**config.mk**
```make
export PLATFORM = sky130hd
export DESIGN_NAME = shuffled_lcg_random_source
export DESIGN_NICKNAME = d
export VERILOG_FILES = /design/src/hdl/slrs_pkg.sv /design/src/hdl/shuffled_lcg_random_source.sv /design/src/hdl/slrs_ram.sv
export SDC_FILE = /design/constraint.sdc
export NUM_CORES = 2
export LEC_CHECK = 0
export BUFFER_PORTS_ARGS = -buffer_cell sky130_fd_sc_hd__buf_2
export CAP_MARGIN = 0
export CORE_MARGIN = 3
export CORE_UTILIZATION = 30
export DETAILED_ROUTE_END_ITERATION = 6
export MAX_ROUTING_LAYER = met4
export PLACE_DENSITY_LB_ADDON = 0.05
export RECOVER_POWER = 100
export REMOVE_ABC_BUFFERS = 1
export SLEW_MARGIN = 20
export SYNTH_ARGS = -nofsm -noshare
export SYNTH_HDL_FRONTEND = slang
export SYNTH_SLANG_ARGS = --single-unit
```
**constraint.sdc**
```tcl
create_clock -name clk -period 6.3 [get_ports clk]
set_input_delay 0.63 -clock clk [delete_from_list [all_inputs] [get_ports clk]]
set_output_delay 0.63 -clock clk [all_outputs]
set_load 0.05 [all_outputs]
```
**src/hdl/slrs_pkg.sv**
```systemverilog
// ----------------------------------------------------------------------------
// slrs_pkg - shared constants for the shuffled random source
// Generator constants of the minimal-standard multiplicative generator.
// ----------------------------------------------------------------------------
package slrs_pkg;

  // Multiplier and prime modulus of the generator (x = A*x mod M).
  localparam logic [14:0] MUL_A = 15'd16807;
  localparam logic [31:0] MOD_M = 32'h7FFF_FFFF;

  // Extra generator steps run ahead of the table fill when reseeding.
  localparam int WARMUP = 8;

  // Widths of the packed stream payloads.
  localparam int IN_DATA_W  = 32;
  localparam int OUT_DATA_W = 64;

endpackage

```
**src/hdl/shuffled_lcg_random_source.sv**
```systemverilog
// ----------------------------------------------------------------------------
// shuffled_lcg_random_source - shuffled minimal-standard random source
// Multiplicative generator (x = 16807*x mod 2^31-1) feeding a shuffle table.
// ----------------------------------------------------------------------------
//
//  Channel | Ports            | Payload (lowest bit first)
//  --------+------------------+------------------------------------------------
//  input   | in_tvalid/tready | in_tuser: req_type; in_tdata: seed_value
//  result  | out_tvalid/ready | out_tdata: sample, generator_value, zero pad
//
// A plain draw runs through the transfer, a state for the 32x15 bit multiply
// and the table read, and a state for the modular fold and the table write.
// When the slot divisor is not a power of two, an extra state compares the
// previous sample against the constant slot boundaries. A reseed first runs
// the generator through its warm-up steps, each a multiply state followed by
// a fold state. Reset clears the generator value and the previous sample, so
// the first draw always reseeds. A result that is not yet taken holds the
// next draw in its final state; the input side waits meanwhile.
//
module shuffled_lcg_random_source #(
  parameter int TABLE_SIZE = 32
) (
  input  logic        clk,
  input  logic        rst_n,
  // Input channel.
  input  logic        in_tvalid,
  output logic        in_tready,
  input  logic [31:0] in_tdata,   // [31:0] seed_value (signed)
  input  logic        in_tuser,   // [0] req_type
  // Result channel.
  output logic        out_tvalid,
  input  logic        out_tready,
  output logic [63:0] out_tdata   // [30:0] sample, [61:31] generator_value
);

  // Table address width, step counter width and the slot divisor.
  localparam int AW        = $clog2(TABLE_SIZE);
  localparam int CW        = $clog2(TABLE_SIZE + slrs_pkg::WARMUP);
  localparam longint SLOT_DIV = 1 + (64'd2147483646 / TABLE_SIZE);
  localparam bit SLOT_POW2 = ((SLOT_DIV & (SLOT_DIV - 1)) == 0);
  localparam int SLOT_SH   = $clog2(SLOT_DIV);

  // Sequencer states.
  localparam logic [2:0] S_IDLE = 3'd0;
  localparam logic [2:0] S_SMUL = 3'd1;  // reseed: multiply
  localparam logic [2:0] S_SRED = 3'd2;  // reseed: fold and table fill
  localparam logic [2:0] S_DIV  = 3'd3;  // draw: slot division
  localparam logic [2:0] S_DMUL = 3'd4;  // draw: multiply, table read
  localparam logic [2:0] S_DRED = 3'd5;  // draw: fold, emit, table write
  localparam logic [2:0] DRAW_ENTRY = SLOT_POW2 ? S_DMUL : S_DIV;

  logic [2:0]    state_r, state_nxt;
  logic [31:0]   lcg_r, lcg_nxt;       // generator value (two's complement)
  logic [30:0]   last_r, last_nxt;     // previous sample
  logic [46:0]   prod_r, prod_nxt;
  logic [CW-1:0] cnt_r, cnt_nxt;
  logic [AW-1:0] q_r, q_nxt;
  logic          out_valid_r, out_valid_nxt;
  logic [30:0]   out_sample_r, out_sample_nxt;
  logic [30:0]   out_gen_r, out_gen_nxt;

  logic [31:0]   lcg_eff;
  logic          need_seed;
  logic [31:0]   seed_start;
  logic [31:0]   fold_sum;
  logic [30:0]   fold_val;
  logic [30:0]   slot_wide;
  logic [AW-1:0] slot;
  logic [AW-1:0] slot_quo;

  logic          ram_wr_en;
  logic [AW-1:0] ram_wr_addr;
  logic [30:0]   ram_wr_data;
  logic          ram_rd_en;
  logic [30:0]   ram_rd_data;

  // Generator value in effect for this draw, after an optional seed load.
  assign lcg_eff    = in_tuser ? in_tdata : lcg_r;
  assign need_seed  = ($signed(lcg_eff) <= 32'sd0) || (last_r == 31'd0);
  // A negative value is negated; the most negative one becomes 2^31.
  assign seed_start = ($signed(lcg_eff) < 32'sd0) ? (~lcg_eff + 32'd1) : 32'd1;

  // Mersenne fold: 2^31 is 1 modulo M, so high bits are added to the low
  // ones, and one conditional subtract brings the sum below M.
  assign fold_sum = 32'(prod_r[30:0]) + 32'(prod_r[46:31]);
  assign fold_val = (fold_sum >= slrs_pkg::MOD_M) ?
                    31'(fold_sum - slrs_pkg::MOD_M) : fold_sum[30:0];

  // Slot boundaries k*SLOT_DIV are constants that rise with k, so the last
  // boundary the previous sample reaches is the quotient.
  always_comb begin
    slot_quo = '0;
    for (int k = 1; k < TABLE_SIZE; k++) begin
      if ({1'b0, last_r} >= 32'(longint'(k) * SLOT_DIV)) begin
        slot_quo = AW'(k);
      end
    end
  end

  // Slot selected by the previous sample, clamped to the table.
  assign slot_wide = SLOT_POW2 ? (last_r >> SLOT_SH) : 31'(q_r);
  assign slot = (slot_wide >= 31'(TABLE_SIZE)) ? AW'(TABLE_SIZE - 1) :
                                                 slot_wide[AW-1:0];

  always_comb begin
    state_nxt      = state_r;
    lcg_nxt        = lcg_r;
    last_nxt       = last_r;
    prod_nxt       = prod_r;
    cnt_nxt        = cnt_r;
    q_nxt          = q_r;
    out_valid_nxt  = out_valid_r && !out_tready;
    out_sample_nxt = out_sample_r;
    out_gen_nxt    = out_gen_r;
    ram_wr_en      = 1'b0;
    ram_wr_addr    = slot;
    ram_wr_data    = fold_val;
    ram_rd_en      = 1'b0;

    unique case (state_r)
      S_IDLE: begin
        if (in_tvalid) begin
          if (need_seed) begin
            lcg_nxt   = seed_start;
            cnt_nxt   = CW'(TABLE_SIZE + slrs_pkg::WARMUP - 1);
            state_nxt = S_SMUL;
          end else begin
            lcg_nxt   = lcg_eff;
            state_nxt = DRAW_ENTRY;
          end
        end
      end
      S_SMUL: begin
        prod_nxt  = lcg_r * slrs_pkg::MUL_A;
        state_nxt = S_SRED;
      end
      S_SRED: begin
        lcg_nxt = {1'b0, fold_val};
        // The last TABLE_SIZE warm-up steps fill the table, top slot first.
        if (cnt_r < CW'(TABLE_SIZE)) begin
          ram_wr_en   = 1'b1;
          ram_wr_addr = cnt_r[AW-1:0];
        end
        if (cnt_r == '0) begin
          // The value written to slot zero becomes the previous sample.
          last_nxt  = fold_val;
          state_nxt = DRAW_ENTRY;
        end else begin
          cnt_nxt   = cnt_r - CW'(1);
          state_nxt = S_SMUL;
        end
      end
      S_DIV: begin
        q_nxt     = slot_quo;
        state_nxt = S_DMUL;
      end
      S_DMUL: begin
        prod_nxt  = lcg_r * slrs_pkg::MUL_A;
        ram_rd_en = 1'b1;
        state_nxt = S_DRED;
      end
      S_DRED: begin
        // Slot content goes out and is replaced by the new generator value.
        if (!out_valid_r || out_tready) begin
          ram_wr_en      = 1'b1;
          lcg_nxt        = {1'b0, fold_val};
          last_nxt       = ram_rd_data;
          out_sample_nxt = ram_rd_data;
          out_gen_nxt    = fold_val;
          out_valid_nxt  = 1'b1;
          state_nxt      = S_IDLE;
        end
      end
      default: begin
        state_nxt = S_IDLE;
      end
    endcase
  end

  always_ff @(posedge clk) begin
    if (!rst_n) begin
      state_r     <= S_IDLE;
      lcg_r       <= '0;
      last_r      <= '0;
      out_valid_r <= 1'b0;
    end else begin
      state_r     <= state_nxt;
      lcg_r       <= lcg_nxt;
      last_r      <= last_nxt;
      out_valid_r <= out_valid_nxt;
    end
  end

  always_ff @(posedge clk) begin
    prod_r       <= prod_nxt;
    cnt_r        <= cnt_nxt;
    q_r          <= q_nxt;
    out_sample_r <= out_sample_nxt;
    out_gen_r    <= out_gen_nxt;
  end

  // Shuffle table.
  slrs_ram #(
    .WIDTH (31),
    .DEPTH (TABLE_SIZE)
  ) u_table (
    .clk     (clk),
    .wr_en   (ram_wr_en),
    .wr_addr (ram_wr_addr),
    .wr_data (ram_wr_data),
    .rd_en   (ram_rd_en),
    .rd_addr (slot),
    .rd_data (ram_rd_data)
  );

  assign in_tready  = (state_r == S_IDLE);
  assign out_tvalid = out_valid_r;
  assign out_tdata  = {2'b00, out_gen_r, out_sample_r};

`ifndef NO_ASSERTIONS
  // An accepted item keeps the input side closed on the next cycle.
  a_one_at_a_time: assert property (@(posedge clk) disable iff (!rst_n)
    (in_tvalid && in_tready) |=> !in_tready)
    else $error("input accepted while an item is in progress");

  // A new result only appears from the final draw state.
  a_result_source: assert property (@(posedge clk) disable iff (!rst_n)
    (out_tvalid && !$past(out_tvalid)) |-> ($past(state_r) == S_DRED))
    else $error("result raised outside the final draw state");

  // Table writes stay inside the table.
  a_write_in_range: assert property (@(posedge clk) disable iff (!rst_n)
    ram_wr_en |-> (ram_wr_addr <= AW'(TABLE_SIZE - 1)))
    else $error("table write beyond the last slot");

  // The folded generator value is always reduced below the modulus.
  a_reduced: assert property (@(posedge clk) disable iff (!rst_n)
    out_tvalid |-> (out_tdata[61:31] != 31'h7FFF_FFFF))
    else $error("generator value not reduced");
`endif

endmodule

```
**src/hdl/slrs_ram.sv**
```systemverilog
// ----------------------------------------------------------------------------
// slrs_ram - generic single-write, single-read RAM
// One write port and one read port; read data is registered.
// ----------------------------------------------------------------------------
module slrs_ram #(
  parameter int WIDTH = 31,
  parameter int DEPTH = 32
) (
  input  logic                     clk,
  input  logic                     wr_en,
  input  logic [$clog2(DEPTH)-1:0] wr_addr,
  input  logic [WIDTH-1:0]         wr_data,
  input  logic                     rd_en,
  input  logic [$clog2(DEPTH)-1:0] rd_addr,
  output logic [WIDTH-1:0]         rd_data
);

  logic [WIDTH-1:0] mem_r [DEPTH];
  logic [WIDTH-1:0] rd_data_r;

  always_ff @(posedge clk) begin
    if (wr_en) begin
      mem_r[wr_addr] <= wr_data;
    end
    if (rd_en) begin
      rd_data_r <= mem_r[rd_addr];
    end
  end

  assign rd_data = rd_data_r;

endmodule
```
After elaboration in Yosys (flattened, before gate mapping)

Memories as Yosys holds them, arrays and structs flattened. A register that Yosys moved wholly into a read port is not among the register bits.
Index checks and enable logic that the tools add are counted.
W data, S select, Z words.

Bits in registers: 182
Output and inout port bits: 66
Memories kept: 1
Bits in writable memories: 992
Word-level logic and storage cells: 77
Bits of input ports: 37

Memory list:

| memory        | depth | width | rd ports | clocked after Yosys merged registers in | write ports | line           | text |
|---|---|---|---|---|---|---|---|
| u_table.mem_r | 32    | 31    | 1        | 1                                       | 1           | slrs_ram.sv:18 | `logic [WIDTH-1:0] mem_r [DEPTH];` |

Mux-type cells: 30
Equality and inequality tests: 10
Reductions and logical operators: 17
Add/subtract/negate cells: 4
Magnitude comparators: 5
Multipliers: 1
Bitwise logic cells: 1

Operators by type and width:

| kind                     | number |
|---|---|
| $mux W32                 | 5 |
| $pmux W32 S3             | 1 |
| $mux W31                 | 3 |
| $pmux W31 S2             | 1 |
| $mul A32 B15 Y47 const B | 1 |
| $add A31 B16 Y32         | 1 |
| $add A32 B1 Y32 const B  | 1 |
| $ge A32 B31 Y1 const B   | 1 |
| $le A32 B1 Y1 const B    | 1 |
| $lt A32 B1 Y1 const B    | 1 |
| $not A32 Y32             | 1 |
| $logic_not A31 Y1        | 1 |
| $sub A31 B31 Y31 const B | 1 |
| $mux W6                  | 3 |
| $pmux W3 S6              | 1 |
| $mux W5                  | 3 |
| $mux W3                  | 4 |
| $pmux W6 S2              | 1 |
| $ne A2 B2 Y1 const B     | 4 |
| $mux W1                  | 7 |
| $eq A3 B2 Y1 const B     | 2 |
| $eq A3 B3 Y1 const B     | 2 |
| $ge A5 B6 Y1 const B     | 1 |
| $logic_not A6 Y1         | 1 |
| 15 further kinds         | 20 |

Longest topological paths before layout

Depth in word-level cells: 7
Mapped depth: 24

By module

Synthesis repeated with hierarchy kept, for this count alone.

Cells, all modules: 4187
Area, all modules: 57889.3 um^2

By module, submodules not included:

| module                     | cells an instance | sequential area each (um^2) | area each (um^2) | instances |
|---|---|---|---|---|
| slrs_ram                   | 2192              | 30719.5                     | 39474.1          | 1 |
| shuffled_lcg_random_source | 1995              | 4794.6                      | 18415.2          | 1 |

Worst setup path after synthesis

Ideal clock, no wire load.

Kind: register to register
From: register lcg_r[19]
To: register prod_r[40], data pin
Buffers on the path: 0
Cell stages (with the launch flop): 24
Path slack: 0.368 ns
Period minus slack after synthesis: 5.932 ns
Data arrival time: 5.669 ns
Cells stage by stage: dfxtp_1 -> inv_1 -> fa_1 -> inv_1 -> ha_1 -> inv_1 -> fa_1 -> inv_1 -> fa_1 -> fa_1 -> inv_1 -> fa_1 -> inv_1 -> ha_1 -> a21oi_1 -> o21bai_1 -> a21o_1 -> a21oi_1 -> a41oi_1 -> a31oi_1 -> nor2_1 -> or2_2 -> a311oi_1 -> xnor2_1

Cells in the longest elaborated chain, start to end: 1

Ends and longest elaborated chain:

| item                   | line                                                                 | text |
|---|---|---|
| start, declared        | shuffled_lcg_random_source.sv:53                                     | `logic [31:0] lcg_r, lcg_nxt;` |
| start signal, assigned | shuffled_lcg_random_source.sv:188                                    | `lcg_r <= lcg_nxt;` |
| $mul A32 B15 Y47       | shuffled_lcg_random_source.sv:134, shuffled_lcg_random_source.sv:158 |  |
| end signal, assigned   | shuffled_lcg_random_source.sv:195                                    | `prod_r <= prod_nxt;` |
| end, declared          | shuffled_lcg_random_source.sv:55                                     | `logic [46:0] prod_r, prod_nxt;` |

Every way passes these cells.
A chain may end at the register's enable or synchronous reset.

Worst setup path in the final report

From: register lcg_r[10]
To: register prod_r[44], data pin

Same word-level chain as after synthesis.

==> key figures <==
Critical path
  • Largest fanout of any net on the critical path: 6
  • Critical setup path kind: reg -> reg
  • R2R Path Start: lcg_r[10]$_SDFFE_PN0P_
  • Worst reg2reg endpoint: prod_r[44]$_DFFE_PP_
  • Capturing element type of the critical path: flip-flop
  • Worst reg-to-reg setup slack: about 270 ps
  • Arrival time of the worst setup path: 6570 ps
  • Data required, critical path: just under 7000 ps
  • Critical Path Source Type: flip-flop
  • R2R depth: 25

Drt
  • Vias after detailed routing: about 31000
  • Starting DRC count in detailed routing: roughly 2100
  • Antenna Nets Post-Route: 0
  • Vias per std cell: 5.01
  • DRC violation count after routing: 0
  • Routed length per instance: ~29 um
  • Total iterations of the first detailed-routing run: 5
  • Routed Wire Length: approximately 180000 um

Place
  • Last weighted congestion value of the routability-driven placer: 0.861
  • IO buf count: 100
  • Pre-CTS setup slack: 27.7 ps
  • Half-perimeter wire length of the detailed placement result: approximately 120000 um

STA
  • Worst-margin pin slew: ~3300 ps
  • Slew Limit Fails: between 800 and 900
  • Peak clock frequency supported by timing: roughly 170 MHz
  • Number of failing setup endpoints in the final timing report: 0
  • Hold Vio Cnt, Final: 0
  • WHS: between 200 and 250 ps
  • Worst path setup slack after routing: about 270 ps
  • Setup repair after global routing missed its margin: yes
  • Relative slew slack: -122%
  • Setup_tns: 0 ps
  • Final critical-path required period: approximately 6000 ps
  • Largest clock skew in the final design: about 35 ps
  • Final Cycle Share: between 90 and 100%

Clock tree
  • Skew-Pair Late Insertion Delay: roughly 800 ps
  • Maximum number of buffers from clock root to sink: 3
  • Clock tree from TritonCTS: done
  • Cts-stage hold buffer count: 0
  • Sink count of the clock tree: about 1200
  • Clock-pin slew reported for the worst setup and hold paths after clock tree synthesis: 60 ps
  • Cts bufs inserted: 138
  • Maximum level of the CTS H-tree: 4
  • Root buffer selected by CTS: sky130_fd_sc_hd__clkbuf_16

Yosys
  • Dominant register cell in the synthesized netlist: sky130_fd_sc_hd__edfxtp_1
  • Post-Syn Area: ~56000 um^2
  • Async set-reset flop share out of synthesis: 0%
  • Cell type with the largest total area after synthesis: sky130_fd_sc_hd__edfxtp_1
  • Count leader, synth: sky130_fd_sc_hd__edfxtp_1
  • Synth top cells by count: sky130_fd_sc_hd__edfxtp_1, sky130_fd_sc_hd__inv_1, sky130_fd_sc_hd__mux4_2, sky130_fd_sc_hd__ha_1, sky130_fd_sc_hd__fa_1
  • Area share of the leading cell type in the synthesized netlist: between 60% and 70%
  • Count of mapped cells out of synthesis: approximately 3400
  • Post-synthesis sequential area ratio: between 60% and 70%
  • YS warnings: 0
  • Avg Synthesized Cell Area: 16.7 um^2
  • #FFs+latches synth: 1205
  • Largest cells by area after synthesis: sky130_fd_sc_hd__edfxtp_1, sky130_fd_sc_hd__mux4_2, sky130_fd_sc_hd__fa_1, sky130_fd_sc_hd__ha_1, sky130_fd_sc_hd__dfxtp_1
  • Number of distinct library cell variants in the gate-level netlist after synthesis: a little over 90
  • Number of flops mapped to enable cells by yosys: 1138

Finish
  • Number of inserted filler cells in the final layout: between 15000 and 20000
  • Nets@finish: about 4000
  • Synth-to-Final Area Change: 15.5%
  • Share of post-route cells with drive strength above 1: 21.0%
  • Storage element area: between 30000 and 40000 um^2
  • Util after Layout: between 30% and 40%
  • Multi-input logic area: 19200 um^2

Global routing
  • Antenna violations before repair: 7
  • Maximum number of pins on one net before global-route repair: approximately 140
  • Total congestion overflow: 0
  • Number of global-route vias before repair: about 33000
  • Global-route wire length before repair: 256000 um
  • Global-route usage over all layers: between 10% and 20%

Pwr
  • Total power per unit cell area: around 560 nW/um^2
  • Leakage: ~22 nW
  • Worst IR drop on VDD: around 0.43 mV
  • PnR Total Power: roughly 36 mW

Job
  • Number of maximum-capacitance violations: 35

Floorplanning
  • Die Area: between 150000 and 200000 um^2
  • Floorplan die height: approximately 440 um
  • Placement Rows: between 150 and 200
  • Standard cell core area: about 190000 um^2
  • Initial Utilization: a little under a third
  • Floorplan die width: 439 um
  • Count of boundary I/O pins: ~100

Hold path
  • Class of the most critical hold timing path: in -> reg
  • Number of stages on the worst hold path: 3
  • Worst Hold Launch: out_tready
  • Worst Hold End: out_tvalid$_SDFF_PN0_

Outcome
  • Failing checks: capacitance limit, slew limit
  • Result of the run: finished, violations left
==> placed cells by master (no fill, tap or decap), drive strengths merged, types with 68 or more instances in the layout <==
cell	Yosys	routed
mux4	310	310
edfxtp	1138	1138
clkbuf	99	288
a21oi	118	118
nor2	136	136
fa	139	139
inv	324	330
ha	211	211
buf	37	152
nand2	115	115
o21ai	83	83
xnor2	68	68
==> worst max path at each step <==
stage	startpoint	to	cells after the start	slack, ps
2_1_floorplan	last_r[26]$_SDFFE_PN0P_	u_table.mem_r[11][0]$_DFFE_PP_	3	-6110
3_3_place_gp	lcg_r[15]$_SDFFE_PN0P_	prod_r[44]$_DFFE_PP_	25	20
3_5_place_dp	lcg_r[10]$_SDFFE_PN0P_	prod_r[40]$_DFFE_PP_	24	30
4_1_cts	lcg_r[10]$_SDFFE_PN0P_	prod_r[40]$_DFFE_PP_	24	40
5_1_grt	lcg_r[8]$_SDFFE_PN0P_	prod_r[44]$_DFFE_PP_	25	-30
6_report	lcg_r[10]$_SDFFE_PN0P_	prod_r[44]$_DFFE_PP_	25	270
==> metal layers <==
metal  vias up  GRT usage, %  part of all wire (%)
met1     16760          24.6                    43
li1      13576             -                     -
met4         0          5.59                   2.6
met3       240          2.33                   3.5
met2       698          32.5                    51
met5         -             -                     0
==> stage by stage <==
stage	cells	cell area, um^2
after global routing	6240	65000
after detailed placement	5981	61000
after floorplan	3239	55800
after CTS	6235	65400
after global placement	5981	61000
final	6246	65000
==> what timing repair did <==
item / 4_1_cts / 5_1_grt
resized for setup: 1 / 20
endpoints found under the setup margin: 1 / 9
pin swaps: 0 / 7
setup buffers: 0 / 1
==> critical path, stage by stage, from the launching register on <==
cell and delay (ps):
sky130_fd_sc_hd__dfxtp_1 330, sky130_fd_sc_hd__inv_1 110, sky130_fd_sc_hd__fa_1 540, sky130_fd_sc_hd__inv_1 50, sky130_fd_sc_hd__ha_1 260, sky130_fd_sc_hd__inv_1 50, sky130_fd_sc_hd__fa_1 490, sky130_fd_sc_hd__inv_1 40
sky130_fd_sc_hd__ha_1 270, sky130_fd_sc_hd__fa_1 490, sky130_fd_sc_hd__inv_1 60, sky130_fd_sc_hd__fa_1 490, sky130_fd_sc_hd__inv_1 40, sky130_fd_sc_hd__ha_1 370, sky130_fd_sc_hd__nand4_1 190, sky130_fd_sc_hd__a21oi_1 240
sky130_fd_sc_hd__a41oi_2 80, sky130_fd_sc_hd__a21oi_2 220, sky130_fd_sc_hd__o211ai_1 170, sky130_fd_sc_hd__a41oi_2 250, sky130_fd_sc_hd__a31oi_4 140, sky130_fd_sc_hd__o31ai_1 320, sky130_fd_sc_hd__and2_1 220, sky130_fd_sc_hd__o41ai_2 80
sky130_fd_sc_hd__buf_4 140, sky130_fd_sc_hd__xnor2_1 110
==> final cells by class <==
cell class | instances | share of cell area (%)
flip-flops and latches | 1205 | 54.6
clock buffers | 175 | 5.55
repair buffers | 265 | 2.40
well taps | 2480 | 4.77
inverters | 325 | 1.88
clock inverters | 79 | 1.14
multi-input cells | 1709 | 29.6
diodes | 8 | 0.0308
==> power by group <==
group	leakage [nW]	internal [mW]	total [mW]	switching, mW
sequential	10.8	12.4	12.9	0.432
clock	2.12	4.40	7.75	3.35
combinational	9.40	4.88	15.6	10.7
==> cells by family (layout without fill, tap and decap cells) <==
group                    Yosys count  after routing  share of synthesized area [%]
flip-flops                      1205           1205                           63.1
AND/OR/NAND/NOR                  491            491                           4.37
buffers and inverters            461            844                           3.14
AO/OA/AOI/OAI                    381            381                           4.37
multiplexers                     378            378                           13.7
adder cells (fa/ha/maj)          350            350                           9.63
XOR/XNOR                         107            107                           1.71
other                              1             10                        0.00666
==> state kept, by name, summed over array words and instances, names as in the netlist, 3 cells and up <==
signal and count:
out_gen_r 31, lcg_r 32, prod_r 47, cnt_r 6
u_table.mem_r 992, u_table.rd_data 31, state_r 3, last_r 31
out_sample_r 31
(Power assumes the default switching activity.)
